File: src/joystick_motion_command_top_macros.svh
// Assertion macros shared by the joystick motion command modules.
// Each user module must have i_clk and i_rst_n in scope; no other dependencies.
`ifndef JOYSTICK_MOTION_COMMAND_TOP_MACROS_SVH
`define JOYSTICK_MOTION_COMMAND_TOP_MACROS_SVH

`ifndef SYNTHESIS

// Same-cycle implication, checked on every rising edge outside reset.
`define JMC_ASSERT_NOW(lbl, ante, cons) \
    lbl: assert property (@(posedge i_clk) disable iff (!i_rst_n) (ante) |-> (cons)) \
        else $error("jmc assertion failed");

// Next-cycle implication, checked on every rising edge outside reset.
`define JMC_ASSERT_NEXT(lbl, ante, cons) \
    lbl: assert property (@(posedge i_clk) disable iff (!i_rst_n) (ante) |=> (cons)) \
        else $error("jmc assertion failed");

`else

`define JMC_ASSERT_NOW(lbl, ante, cons)
`define JMC_ASSERT_NEXT(lbl, ante, cons)

`endif

`endif

File: src/jmc_pkg.sv
// Shared types, constants and the arctangent table for the joystick motion command block.
// No dependencies; imported by every module of the block.
package jmc_pkg;

    // Field and register widths.
    localparam int FIELD_STICK_W = 11;
    localparam int DB_W          = 10;
    localparam int LIM_W         = 8;
    localparam int CFG_DATA_W    = 10;
    localparam int CFG_IDX_W     = 2;
    localparam int FWD_W         = 11;
    localparam int SANG_W        = 13;
    localparam int TURN_W        = 9;
    localparam int HEAD_W        = 14;
    localparam int GAIT_W        = 4;

    // Register reset values and the legal range of the turn limit.
    localparam logic [DB_W-1:0]  FWD_DB_RST    = 10'd2;
    localparam logic [DB_W-1:0]  STR_DB_RST    = 10'd2;
    localparam logic [DB_W-1:0]  ROT_DB_RST    = 10'd20;
    localparam logic [LIM_W-1:0] ROT_LIMIT_RST = 8'd90;
    localparam logic [LIM_W-1:0] LIM_MIN       = 8'd1;
    localparam logic [LIM_W-1:0] LIM_MAX       = 8'd180;

    // CORDIC angle arithmetic, angles in 2^-16 degree.
    localparam int ATAN_LEN    = 20;
    localparam int ATAN_IW     = 5;
    localparam int ATAN_W      = 22;
    localparam int ZW          = 25;
    localparam int ANGLE_FRAC  = 16;
    localparam int ROUND_BIAS  = 2048;
    localparam int ROUND_SHIFT = 12;
    localparam int STRAFE_SAT  = 1440;

    // Division by 100 as a multiply by 5243 / 2^19, exact for magnitudes below 43690.
    localparam int               ROT_RECIP_W = 13;
    localparam logic [12:0]      ROT_RECIP   = 13'd5243;
    localparam int               ROT_SHIFT   = 19;

    typedef logic [ATAN_IW-1:0] t_atan_idx;

    typedef enum logic [CFG_IDX_W-1:0] {
        CFG_FWD_DB,
        CFG_STR_DB,
        CFG_ROT_DB,
        CFG_ROT_LIMIT
    } t_cfg_idx;

    typedef enum logic [1:0] {
        S_IDLE,
        S_ITER,
        S_ROUND,
        S_COMMIT
    } t_state;

    // Commands from the controller to the datapath.
    typedef struct packed {
        logic load;
        logic iter;
        logic round;
        logic commit;
    } t_dp_cmd;

    // Status from the datapath to the controller.
    typedef struct packed {
        logic last_step;
    } t_dp_sts;

    // atan(2^-i) in 2^-16 degree, rounded.
    function automatic logic [ATAN_W-1:0] atan_lut(input t_atan_idx idx);
        logic [ATAN_W-1:0] v;
        case (idx)
            5'd0:    v = 22'd2949120;
            5'd1:    v = 22'd1740967;
            5'd2:    v = 22'd919879;
            5'd3:    v = 22'd466945;
            5'd4:    v = 22'd234379;
            5'd5:    v = 22'd117304;
            5'd6:    v = 22'd58666;
            5'd7:    v = 22'd29335;
            5'd8:    v = 22'd14668;
            5'd9:    v = 22'd7334;
            5'd10:   v = 22'd3667;
            5'd11:   v = 22'd1833;
            5'd12:   v = 22'd917;
            5'd13:   v = 22'd458;
            5'd14:   v = 22'd229;
            5'd15:   v = 22'd115;
            5'd16:   v = 22'd57;
            5'd17:   v = 22'd29;
            5'd18:   v = 22'd14;
            5'd19:   v = 22'd7;
            default: v = '0;
        endcase
        return v;
    endfunction

endpackage

File: src/jmc_ctrl.sv
// Controller state machine of the joystick motion command block.
// Depends on jmc_pkg and joystick_motion_command_top_macros.svh; drives jmc_dp commands.
`include "joystick_motion_command_top_macros.svh"

module jmc_ctrl import jmc_pkg::*; (
    input  logic    i_clk,
    input  logic    i_rst_n,
    input  logic    i_in_valid,
    output logic    o_in_stall,
    output logic    o_out_valid,
    input  logic    i_out_stall,
    input  t_dp_sts i_sts,
    output t_dp_cmd o_cmd
);

    t_state r_state;
    t_state n_state;
    logic   r_out_valid;
    logic   n_out_valid;
    logic   in_accept;
    logic   out_free;

    // Handshake qualifiers.
    assign in_accept = i_in_valid && (r_state == S_IDLE);
    assign out_free  = !r_out_valid || !i_out_stall;

    // Next state.
    always_comb begin
        n_state = r_state;
        case (r_state)
            S_IDLE: begin
                if (in_accept) begin
                    n_state = S_ITER;
                end
            end
            S_ITER: begin
                if (i_sts.last_step) begin
                    n_state = S_ROUND;
                end
            end
            S_ROUND: begin
                n_state = S_COMMIT;
            end
            S_COMMIT: begin
                if (out_free) begin
                    n_state = S_IDLE;
                end
            end
            default: begin
                n_state = S_IDLE;
            end
        endcase
    end

    // Commands to the datapath.
    always_comb begin
        o_cmd = '0;
        case (r_state)
            S_IDLE: begin
                o_cmd.load = in_accept;
            end
            S_ITER: begin
                o_cmd.iter = 1'b1;
            end
            S_ROUND: begin
                o_cmd.round = 1'b1;
            end
            S_COMMIT: begin
                o_cmd.commit = out_free;
            end
            default: begin
                o_cmd = '0;
            end
        endcase
    end

    // The result beat stays valid until it is taken; a commit refills it.
    always_comb begin
        n_out_valid = r_out_valid && i_out_stall;
        if (o_cmd.commit) begin
            n_out_valid = 1'b1;
        end
    end

    always_ff @(posedge i_clk) begin
        if (!i_rst_n) begin
            r_state     <= S_IDLE;
            r_out_valid <= 1'b0;
        end else begin
            r_state     <= n_state;
            r_out_valid <= n_out_valid;
        end
    end

    assign o_in_stall  = (r_state != S_IDLE);
    assign o_out_valid = r_out_valid;

    // An accepted beat always starts the CORDIC loop.
    `JMC_ASSERT_NEXT(a_accept_starts_iter, in_accept, r_state == S_ITER)
    // A finished item waits in commit while the output beat is still held.
    `JMC_ASSERT_NEXT(a_commit_waits, (r_state == S_COMMIT) && r_out_valid && i_out_stall,
                     r_state == S_COMMIT)
    // A commit always presents a result beat.
    `JMC_ASSERT_NEXT(a_commit_valid, o_cmd.commit, r_out_valid)

endmodule

File: src/jmc_dp.sv
// Datapath of the joystick motion command block: config registers, CORDIC atan2,
// rotation accumulator, gait selector and result registers. Depends on jmc_pkg and the macro header.
`include "joystick_motion_command_top_macros.svh"

module jmc_dp import jmc_pkg::*; #(
    parameter int STICK_BITS   = 11,
    parameter int CORDIC_STEPS = 14,
    parameter int GAIT_COUNT   = 4
) (
    input  logic                         i_clk,
    input  logic                         i_rst_n,
    input  logic signed [STICK_BITS-1:0] i_forward_stick,
    input  logic signed [STICK_BITS-1:0] i_strafe_stick,
    input  logic signed [STICK_BITS-1:0] i_rotate_stick,
    input  logic                         i_gait_button,
    input  logic                         i_cfg_we,
    input  logic [CFG_IDX_W-1:0]         i_cfg_index,
    input  logic [CFG_DATA_W-1:0]        i_cfg_data,
    input  t_dp_cmd                      i_cmd,
    output t_dp_sts                      o_sts,
    output logic signed [FWD_W-1:0]      o_forward_value,
    output logic                         o_move_ahead,
    output logic                         o_move_back,
    output logic signed [SANG_W-1:0]     o_strafe_angle,
    output logic                         o_strafe_active,
    output logic signed [TURN_W-1:0]     o_turn_angle,
    output logic                         o_turning,
    output logic signed [HEAD_W-1:0]     o_heading_angle,
    output logic [GAIT_W-1:0]            o_gait_index,
    output logic                         o_gait_changed
);

    localparam int NSTEP = (CORDIC_STEPS < ATAN_LEN) ? CORDIC_STEPS : ATAN_LEN;
    localparam int SW    = $clog2(NSTEP);
    localparam int EW    = ((STICK_BITS > FIELD_STICK_W) ? STICK_BITS : FIELD_STICK_W) + 1;
    localparam int CW    = STICK_BITS + ANGLE_FRAC + 3;
    localparam int PW    = EW + ROT_RECIP_W;
    localparam int QW    = PW - ROT_SHIFT;
    localparam int SUMW  = ((QW > TURN_W) ? QW : TURN_W) + 2;
    localparam int RW    = ZW - ROUND_SHIFT;
    localparam logic [SW-1:0] LAST_STEP = SW'(NSTEP - 1);

    // Configuration registers.
    logic [DB_W-1:0]  r_fwd_db;
    logic [DB_W-1:0]  r_str_db;
    logic [DB_W-1:0]  r_rot_db;
    logic [LIM_W-1:0] r_rot_lim;

    // Captured frame.
    logic signed [EW-1:0] r_fwd;
    logic signed [EW-1:0] r_str;
    logic signed [EW-1:0] r_rot;
    logic                 r_btn;

    // CORDIC registers.
    logic signed [CW-1:0] r_x;
    logic signed [CW-1:0] r_y;
    logic signed [ZW-1:0] r_z;
    logic [SW-1:0]        r_step;

    // Intermediate results from the rounding cycle.
    logic signed [SANG_W-1:0] r_sang;
    logic                     r_sact;
    logic [QW-1:0]            r_rot_q;
    logic                     r_rot_neg;

    // Persistent state.
    logic signed [TURN_W-1:0] r_accum;
    logic                     r_rot_flag;
    logic                     r_btn_held;
    logic [GAIT_W-1:0]        r_gait;
    logic signed [TURN_W-1:0] n_accum;
    logic                     n_rot_flag;
    logic                     n_btn_held;
    logic [GAIT_W-1:0]        n_gait;
    logic                     n_changed;

    // Result registers.
    logic signed [FWD_W-1:0]  r_o_fval;
    logic                     r_o_ahead;
    logic                     r_o_back;
    logic signed [SANG_W-1:0] r_o_sang;
    logic                     r_o_sact;
    logic signed [HEAD_W-1:0] r_o_head;
    logic                     r_o_changed;

    // Load values for the CORDIC vector.
    logic signed [CW-1:0] fwd_c;
    logic signed [CW-1:0] str_c;
    logic signed [CW-1:0] x0;
    logic signed [CW-1:0] y0;

    // One vectoring step.
    logic signed [CW-1:0] dx;
    logic signed [CW-1:0] dy;
    logic signed [ZW-1:0] atan_z;

    // Rounding and saturation.
    logic signed [ZW-1:0]     z_bias;
    logic signed [RW-1:0]     z_rnd;
    logic signed [SANG_W-1:0] sang_sat;

    // Deadband comparisons.
    logic signed [EW-1:0] fdb_e;
    logic signed [EW-1:0] sdb_e;
    logic signed [EW-1:0] rdb_e;
    logic                 fwd_pos;
    logic                 fwd_neg;
    logic                 str_act;
    logic                 rot_gt;
    logic                 rot_lt;

    // Rotation quotient and clamp.
    logic [EW-1:0]          rot_mag;
    logic [PW-1:0]          rot_prod;
    logic signed [SUMW-1:0] q_s;
    logic signed [SUMW-1:0] rot_sum;
    logic [LIM_W-1:0]       lim_c;
    logic [LIM_W-1:0]       lim_m1;
    logic signed [SUMW-1:0] lim_s;

    // Gait advance.
    logic [GAIT_W:0] gait_inc;

    // Configuration writes.
    always_ff @(posedge i_clk) begin
        if (!i_rst_n) begin
            r_fwd_db  <= FWD_DB_RST;
            r_str_db  <= STR_DB_RST;
            r_rot_db  <= ROT_DB_RST;
            r_rot_lim <= ROT_LIMIT_RST;
        end else if (i_cfg_we) begin
            case (t_cfg_idx'(i_cfg_index))
                CFG_FWD_DB:    r_fwd_db  <= i_cfg_data[DB_W-1:0];
                CFG_STR_DB:    r_str_db  <= i_cfg_data[DB_W-1:0];
                CFG_ROT_DB:    r_rot_db  <= i_cfg_data[DB_W-1:0];
                CFG_ROT_LIMIT: r_rot_lim <= i_cfg_data[LIM_W-1:0];
                default: begin
                end
            endcase
        end
    end

    // Vector setup: x = |forward|, y = strafe folded by the sign of forward.
    assign fwd_c = CW'(i_forward_stick);
    assign str_c = CW'(i_strafe_stick);
    assign x0    = (fwd_c < 0) ? ((-fwd_c) <<< ANGLE_FRAC) : (fwd_c <<< ANGLE_FRAC);
    assign y0    = (fwd_c < 0) ? ((-str_c) <<< ANGLE_FRAC) : (str_c <<< ANGLE_FRAC);

    // Shared shift-add unit, one step per cycle.
    assign dx     = r_y >>> r_step;
    assign dy     = r_x >>> r_step;
    assign atan_z = ZW'(signed'({1'b0, atan_lut(t_atan_idx'(r_step))}));

    assign o_sts.last_step = (r_step == LAST_STEP);

    always_ff @(posedge i_clk) begin
        if (i_cmd.load) begin
            r_fwd  <= EW'(i_forward_stick);
            r_str  <= EW'(i_strafe_stick);
            r_rot  <= EW'(i_rotate_stick);
            r_btn  <= i_gait_button;
            r_x    <= x0;
            r_y    <= y0;
            r_z    <= '0;
            r_step <= '0;
        end else if (i_cmd.iter) begin
            if (!r_y[CW-1]) begin
                r_x <= r_x + dx;
                r_y <= r_y - dy;
                r_z <= r_z + atan_z;
            end else begin
                r_x <= r_x - dx;
                r_y <= r_y + dy;
                r_z <= r_z - atan_z;
            end
            r_step <= r_step + SW'(1);
        end
    end

    // Deadband thresholds as signed values.
    assign fdb_e = EW'({1'b0, r_fwd_db});
    assign sdb_e = EW'({1'b0, r_str_db});
    assign rdb_e = EW'({1'b0, r_rot_db});

    assign fwd_pos = (r_fwd > fdb_e);
    assign fwd_neg = (r_fwd < -fdb_e);
    assign str_act = (r_str > sdb_e) || (r_str < -sdb_e);
    assign rot_gt  = (r_rot > rdb_e) || (r_rot < -rdb_e);
    assign rot_lt  = (r_rot < rdb_e) && (r_rot > -rdb_e);

    // Round the angle to 1/16 degree and saturate.
    assign z_bias = r_z + ZW'(ROUND_BIAS);
    assign z_rnd  = RW'(z_bias >>> ROUND_SHIFT);
    always_comb begin
        if (z_rnd > RW'(STRAFE_SAT)) begin
            sang_sat = SANG_W'(STRAFE_SAT);
        end else if (z_rnd < RW'(-STRAFE_SAT)) begin
            sang_sat = SANG_W'(-STRAFE_SAT);
        end else begin
            sang_sat = SANG_W'(z_rnd);
        end
    end

    // Rotation magnitude divided by 100 through the reciprocal multiply.
    assign rot_mag  = (r_rot < 0) ? EW'(-r_rot) : EW'(r_rot);
    assign rot_prod = PW'(rot_mag) * PW'(ROT_RECIP);

    always_ff @(posedge i_clk) begin
        if (i_cmd.round) begin
            r_sang    <= str_act ? sang_sat : '0;
            r_sact    <= str_act;
            r_rot_q   <= rot_prod[PW-1:ROT_SHIFT];
            r_rot_neg <= (r_rot < 0);
        end
    end

    // Turn accumulator with the limit forced into its legal range.
    always_comb begin
        if (r_rot_lim < LIM_MIN) begin
            lim_c = LIM_MIN;
        end else if (r_rot_lim > LIM_MAX) begin
            lim_c = LIM_MAX;
        end else begin
            lim_c = r_rot_lim;
        end
    end
    assign lim_m1  = lim_c - LIM_MIN;
    assign lim_s   = SUMW'({1'b0, lim_c});
    assign q_s     = SUMW'({1'b0, r_rot_q});
    assign rot_sum = SUMW'(r_accum) + (r_rot_neg ? -q_s : q_s);

    always_comb begin
        n_accum    = r_accum;
        n_rot_flag = r_rot_flag;
        if (rot_gt) begin
            n_rot_flag = 1'b1;
            if (rot_sum > lim_s) begin
                n_accum = TURN_W'({1'b0, lim_m1});
            end else if (rot_sum < -lim_s) begin
                n_accum = -TURN_W'({1'b0, lim_m1});
            end else begin
                n_accum = TURN_W'(rot_sum);
            end
        end else if (rot_lt) begin
            n_rot_flag = 1'b0;
        end
    end

    // Gait selection advances on a press, once per press.
    assign gait_inc = {1'b0, r_gait} + (GAIT_W + 1)'(1);
    always_comb begin
        n_gait     = r_gait;
        n_changed  = 1'b0;
        n_btn_held = r_btn;
        if (r_btn && !r_btn_held) begin
            n_changed = 1'b1;
            n_gait    = (gait_inc >= (GAIT_W + 1)'(GAIT_COUNT)) ? '0 : gait_inc[GAIT_W-1:0];
        end
    end

    // Persistent state updates once per item, at commit.
    always_ff @(posedge i_clk) begin
        if (!i_rst_n) begin
            r_accum    <= '0;
            r_rot_flag <= 1'b0;
            r_btn_held <= 1'b0;
            r_gait     <= '0;
        end else if (i_cmd.commit) begin
            r_accum    <= n_accum;
            r_rot_flag <= n_rot_flag;
            r_btn_held <= n_btn_held;
            r_gait     <= n_gait;
        end
    end

    // Result registers; the heading uses the turn angle from before this frame.
    always_ff @(posedge i_clk) begin
        if (i_cmd.commit) begin
            r_o_fval    <= (fwd_pos || fwd_neg) ? FWD_W'(r_fwd) : '0;
            r_o_ahead   <= fwd_pos;
            r_o_back    <= fwd_neg;
            r_o_sang    <= r_sang;
            r_o_sact    <= r_sact;
            r_o_head    <= HEAD_W'(r_sang) + HEAD_W'(signed'({r_accum, 4'b0000}));
            r_o_changed <= n_changed;
        end
    end

    assign o_forward_value = r_o_fval;
    assign o_move_ahead    = r_o_ahead;
    assign o_move_back     = r_o_back;
    assign o_strafe_angle  = r_o_sang;
    assign o_strafe_active = r_o_sact;
    assign o_turn_angle    = r_accum;
    assign o_turning       = r_rot_flag;
    assign o_heading_angle = r_o_head;
    assign o_gait_index    = r_gait;
    assign o_gait_changed  = r_o_changed;

    // The turn angle never leaves the widest legal limit.
    `JMC_ASSERT_NOW(a_accum_range, 1'b1, (r_accum <= 9'sd180) && (r_accum >= -9'sd180))
    // The gait index always names an existing gait.
    `JMC_ASSERT_NOW(a_gait_range, 1'b1, {1'b0, r_gait} < (GAIT_W + 1)'(GAIT_COUNT))
    // Direction flags of a committed beat are exclusive.
    `JMC_ASSERT_NEXT(a_dir_exclusive, i_cmd.commit, !(r_o_ahead && r_o_back))
    // A committed beat that is not strafing carries a zero angle.
    `JMC_ASSERT_NEXT(a_strafe_zero, i_cmd.commit, r_o_sact || (r_o_sang == '0))

endmodule

File: src/joystick_motion_command_top.sv
// Top level of the joystick motion command block.
// Depends on jmc_pkg, jmc_ctrl and jmc_dp.

// One radio frame in, one walking command out. Each frame passes through these steps in
// order: capture of the frame; the atan2 steps (CORDIC_STEPS, counted as at most 20), one
// step per cycle in the single shared shift-add CORDIC unit; rounding of the angle and
// division of the rotation stick by 100; and the update of the turn and gait state with the
// load of the output register. The input stalls from capture until commit; a finished
// result beat waits in the output register while the next frame is accepted, and only the
// commit waits for it to be taken. Configuration writes take effect at once and are meant
// for idle periods.
module joystick_motion_command_top import jmc_pkg::*; #(
    parameter int GAIT_COUNT   = 4,
    parameter int STICK_BITS   = 11,
    parameter int CORDIC_STEPS = 14
) (
    input  logic                         i_clk,
    input  logic                         i_rst_n,
    input  logic                         i_in_valid,
    output logic                         o_in_stall,
    input  logic signed [STICK_BITS-1:0] i_forward_stick,
    input  logic signed [STICK_BITS-1:0] i_strafe_stick,
    input  logic signed [STICK_BITS-1:0] i_rotate_stick,
    input  logic                         i_gait_button,
    input  logic                         i_cfg_we,
    input  logic [CFG_IDX_W-1:0]         i_cfg_index,
    input  logic [CFG_DATA_W-1:0]        i_cfg_data,
    output logic                         o_out_valid,
    input  logic                         i_out_stall,
    output logic signed [FWD_W-1:0]      o_forward_value,
    output logic                         o_move_ahead,
    output logic                         o_move_back,
    output logic signed [SANG_W-1:0]     o_strafe_angle,
    output logic                         o_strafe_active,
    output logic signed [TURN_W-1:0]     o_turn_angle,
    output logic                         o_turning,
    output logic signed [HEAD_W-1:0]     o_heading_angle,
    output logic [GAIT_W-1:0]            o_gait_index,
    output logic                         o_gait_changed
);

    t_dp_cmd dp_cmd;
    t_dp_sts dp_sts;

    // Sequencer.
    jmc_ctrl u_ctrl (
        .i_clk       (i_clk),
        .i_rst_n     (i_rst_n),
        .i_in_valid  (i_in_valid),
        .o_in_stall  (o_in_stall),
        .o_out_valid (o_out_valid),
        .i_out_stall (i_out_stall),
        .i_sts       (dp_sts),
        .o_cmd       (dp_cmd)
    );

    // Arithmetic, state and result registers.
    jmc_dp #(
        .STICK_BITS   (STICK_BITS),
        .CORDIC_STEPS (CORDIC_STEPS),
        .GAIT_COUNT   (GAIT_COUNT)
    ) u_dp (
        .i_clk           (i_clk),
        .i_rst_n         (i_rst_n),
        .i_forward_stick (i_forward_stick),
        .i_strafe_stick  (i_strafe_stick),
        .i_rotate_stick  (i_rotate_stick),
        .i_gait_button   (i_gait_button),
        .i_cfg_we        (i_cfg_we),
        .i_cfg_index     (i_cfg_index),
        .i_cfg_data      (i_cfg_data),
        .i_cmd           (dp_cmd),
        .o_sts           (dp_sts),
        .o_forward_value (o_forward_value),
        .o_move_ahead    (o_move_ahead),
        .o_move_back     (o_move_back),
        .o_strafe_angle  (o_strafe_angle),
        .o_strafe_active (o_strafe_active),
        .o_turn_angle    (o_turn_angle),
        .o_turning       (o_turning),
        .o_heading_angle (o_heading_angle),
        .o_gait_index    (o_gait_index),
        .o_gait_changed  (o_gait_changed)
    );

endmodule

File: config.mk
export PLATFORM = sky130hd
export DESIGN_NAME = joystick_motion_command_top
export DESIGN_NICKNAME = d
export VERILOG_FILES = /design/src/jmc_pkg.sv /design/src/jmc_ctrl.sv /design/src/jmc_dp.sv /design/src/joystick_motion_command_top.sv
export VERILOG_INCLUDE_DIRS = /design/src /design/src/src
export SDC_FILE = /design/constraint.sdc
export NUM_CORES = 1
export LEC_CHECK = 0
export ABC_AREA = 1
export BUFFER_PORTS_ARGS = -buffer_cell sky130_fd_sc_hd__buf_2
export CAP_MARGIN = 15
export CORE_ASPECT_RATIO = 0.9
export CORE_MARGIN = 3
export CORE_UTILIZATION = 25
export CTS_CLUSTER_DIAMETER = 30
export CTS_CLUSTER_SIZE = 40
export DETAILED_ROUTE_END_ITERATION = 8
export PLACE_DENSITY = 0.36
export SYNTH_ARGS = -nofsm -noshare
export SYNTH_HDL_FRONTEND = slang
export SYNTH_SLANG_ARGS = --single-unit
export TNS_END_PERCENT = 20
File: constraint.sdc
create_clock -name i_clk -period 7.8 [get_ports i_clk]
set_input_delay 1.56 -clock i_clk [delete_from_list [all_inputs] [get_ports i_clk]]
set_output_delay 1.56 -clock i_clk [all_outputs]
set_load 0.02 [all_outputs]
==> results_dict.tcl <==
set metrics [dict create \
    status "finished, final reports clean" \
    fp.dieH_um 313 \
    first_iter_violations 1800 \
    grt_usage_pct 17.3 \
    critPathCaptureType "register" \
    finClkSkew_ps 67.3 \
    wl_per_cell_um 18.1 \
    clk_pin_slew_worst_paths_ps 40 \
    area_delta_synth_final_pct 18.8 \
    path_class "register to register" \
    arrival_ps 6790 \
    cts_buffers 93 \
    fin_crit_ps 6390 \
    syn-instance-count 3692 \
    max_cap_viol_count 0 \
    initial_core_util_pct 25.5 \
    cts_resized 0 \
    drtPass1Iterations 5 \
    worstMarginPinSlew_ps 1050 \
    clock_path_buffers 3 \
    cp_slowest_stage_delay_ps 530 \
    drv_slew 0 \
    cp_common_cell "inv_1" \
    hold_buffers 0 \
    post-cts-setup-buffers 0 \
    first_global_vias 24050 \
    yosysTopAreaCellShare_pct 17.6 \
    cts_sinks 260 \
    synth_edf_count 153 \
    synth_top_cell_by_area "edfxtp_1" \
    ant_nets 0 \
    min_path_type "register to register" \
    antennaDiodeCount 0 \
    cts_tree "yes" \
    yosysSeqAreaShare_pct 25.7 \
    fin_crit_sh_pct 81.9 \
    n_fill_cell 11310 \
    port_buffers 108 \
    grt_first_pass_wirelength_um 146000 \
    dieArea_um2 109000 \
    synth_most_common_cell "nand2_1" \
    max_slew_margin_pct 29.8 \
    worstSkewPairLatency_ps 650 \
    hold_viol 0 \
    fmax_mhz 157 \
    synth_cell_type_count 60 \
    grt_setup_unrepaired "no" \
    setup_viol 0 \
    ys_seq_elements 260 \
    wl_um 94900 \
    core-area_um2 103000 \
    drive_above_1_share_pct 10.0 \
    worst_path_max_delay_cell "fa_1" \
    critPathLaunchType "register" \
    gr-total-overflow 0 \
    io_pins 109 \
    syn_area_um2 26200 \
    grt_max_degree 72 \
    dp_hpwl_um 74900 \
    antenna_found_initial 2 \
    async_reset_ff_share_pct 0 \
    routabilityCongestion 0.795 \
    ys_warn_count 0 \
    h-tree-depth 3 \
    synth_ff_type "edfxtp_1" \
    nets 4211 \
    critPathMaxFanout 6 \
    num_rows 111 \
    synthTopCellsByCount "nand2_1 (757), inv_1 (501), nand3_1 (370)" \
    ys_top_cells_by_area "edfxtp_1 (18%), ha_1 (14%), nand2_1 (11%)" \
    avgSynthCellArea_um2 7.09 \
    tns_ps 0 \
    viasPerCell 4.68 \
    vias 24602 \
    cts_root_buf "clkbuf_16" \
    required_ps 8200 \
    route.detailed.drc 0 \
    die_w_um 347 \
]
routing by layer:
layer	share of wire (%)	track usage [%]	wire length, um
met5	0	0	0
met4	1.8	4.09	1710
met3	3.5	2.17	3300
met2	44	27.1	41300
met1	51	25.0	48500
sequential cells by signal, indices dropped and copies added (netlist names), 10 cells and up:
register / cells
u_dp.r_x: 30
u_dp.r_rot_db: 10
u_dp.o_forward_value: 11
u_dp.r_sang: 13
u_dp.o_heading_angle: 14
u_dp.atan_z: 22
u_dp.r_fwd_db: 10
u_dp.r_str: 11
u_dp.r_y: 30
u_dp.r_str_db: 10
u_dp.r_z: 25
u_dp.r_rot: 11
u_dp.r_fwd: 11
cells by family after synthesis:
logic type                 after synthesis  share of synthesized area, %
AOI/OAI and AO/OA                      711                          15.2
xor gates and xnor gates               147                          4.92
adders and majority gates              340                          17.6
buffers and inverters                  622                          9.51
DFF                                    260                          25.7
other                                    2                        0.0287
and+or+nand+nor                       1610                          27.0
cell type report:
type / instances / area (um^2) / area share [%]
Timing Repair Buffer: 128 / 698 / 2.25
Sequential cell: 260 / 6740 / 21.7
Tap cell: 1356 / 1700 / 5.46
Inverter: 525 / 1970 / 6.35
Multi-Input combinational cell: 2812 / 17000 / 54.5
Clock inverter: 60 / 556 / 1.79
Clock buffer: 114 / 2470 / 7.94
placed cells by master (no fill, tap or decap), types with 9 or more instances in the layout:
master	synthesis	layout
a211oi_1	9	9
a21o_1	19	19
a21oi_1	306	306
buf_2	35	108
buf_4	9	19
clkbuf_1	37	18
clkbuf_16	0	96
clkinv_1	4	18
clkinv_2	0	21
dfxtp_1	107	104
edfxtp_1	153	153
fa_1	47	47
ha_1	293	293
inv_1	501	498
inv_2	20	23
nand2_1	757	756
nand2_2	28	29
nand3_1	370	370
nand3_2	14	14
nand4_1	52	52
nor2_1	279	279
nor2_2	12	12
nor3_1	52	52
nor4_1	9	9
o211ai_1	28	28
o21a_1	12	12
o21ai_0	245	245
o21ai_1	12	12
o21ai_2	14	14
o21bai_1	18	18
or2_2	11	11
xnor2_1	36	36
xor2_1	111	111
worst paths after layout:
kind	to	depth (start not counted)	slack, ps	start
worst max register to register	u_dp.r_rot_q[5]$_DFFE_PP_	28	1410	u_dp.r_rot[0]$_DFFE_PP_
worst min-delay path	u_dp.o_heading_angle[3]$_DFFE_PP_	0	410	u_dp.r_sang[3]$_SDFFCE_PP0P_
worst min register to register	u_dp.o_heading_angle[3]$_DFFE_PP_	0	410	u_dp.r_sang[3]$_SDFFCE_PP0P_
worst max-delay path	u_dp.r_rot_q[5]$_DFFE_PP_	28	1410	u_dp.r_rot[0]$_DFFE_PP_
critical path: cells and delay by family (launching register included):
kind / cells / cell delay (ps)
flops: 1 / 500
compound gates: 3 / 520
buf+inv: 7 / 570
fa+ha+maj: 7 / 3060
simple gates: 9 / 940
xor+xnor: 2 / 550
metrics by stage:
step | util, % | hold WS [ps] | setup slack, ps | area [um^2] | std cells
after floorplan | - | 400 | 2120 | 26200 | 3694
after CTS | 30.2 | 417 | 1350 | 31100 | 5254
after global routing | 30.2 | 426 | 620 | 31100 | 5255
after detailed placement | 27.3 | 406 | 1410 | 28000 | 5080
after global placement | 27.3 | 407 | 1430 | 28000 | 5080
final | 30.2 | 414 | 1410 | 31100 | 5255
Power is left out: the tool's default activity adds up to more than one toggle a clock period on the data nets, which glitch-free logic cannot reach.
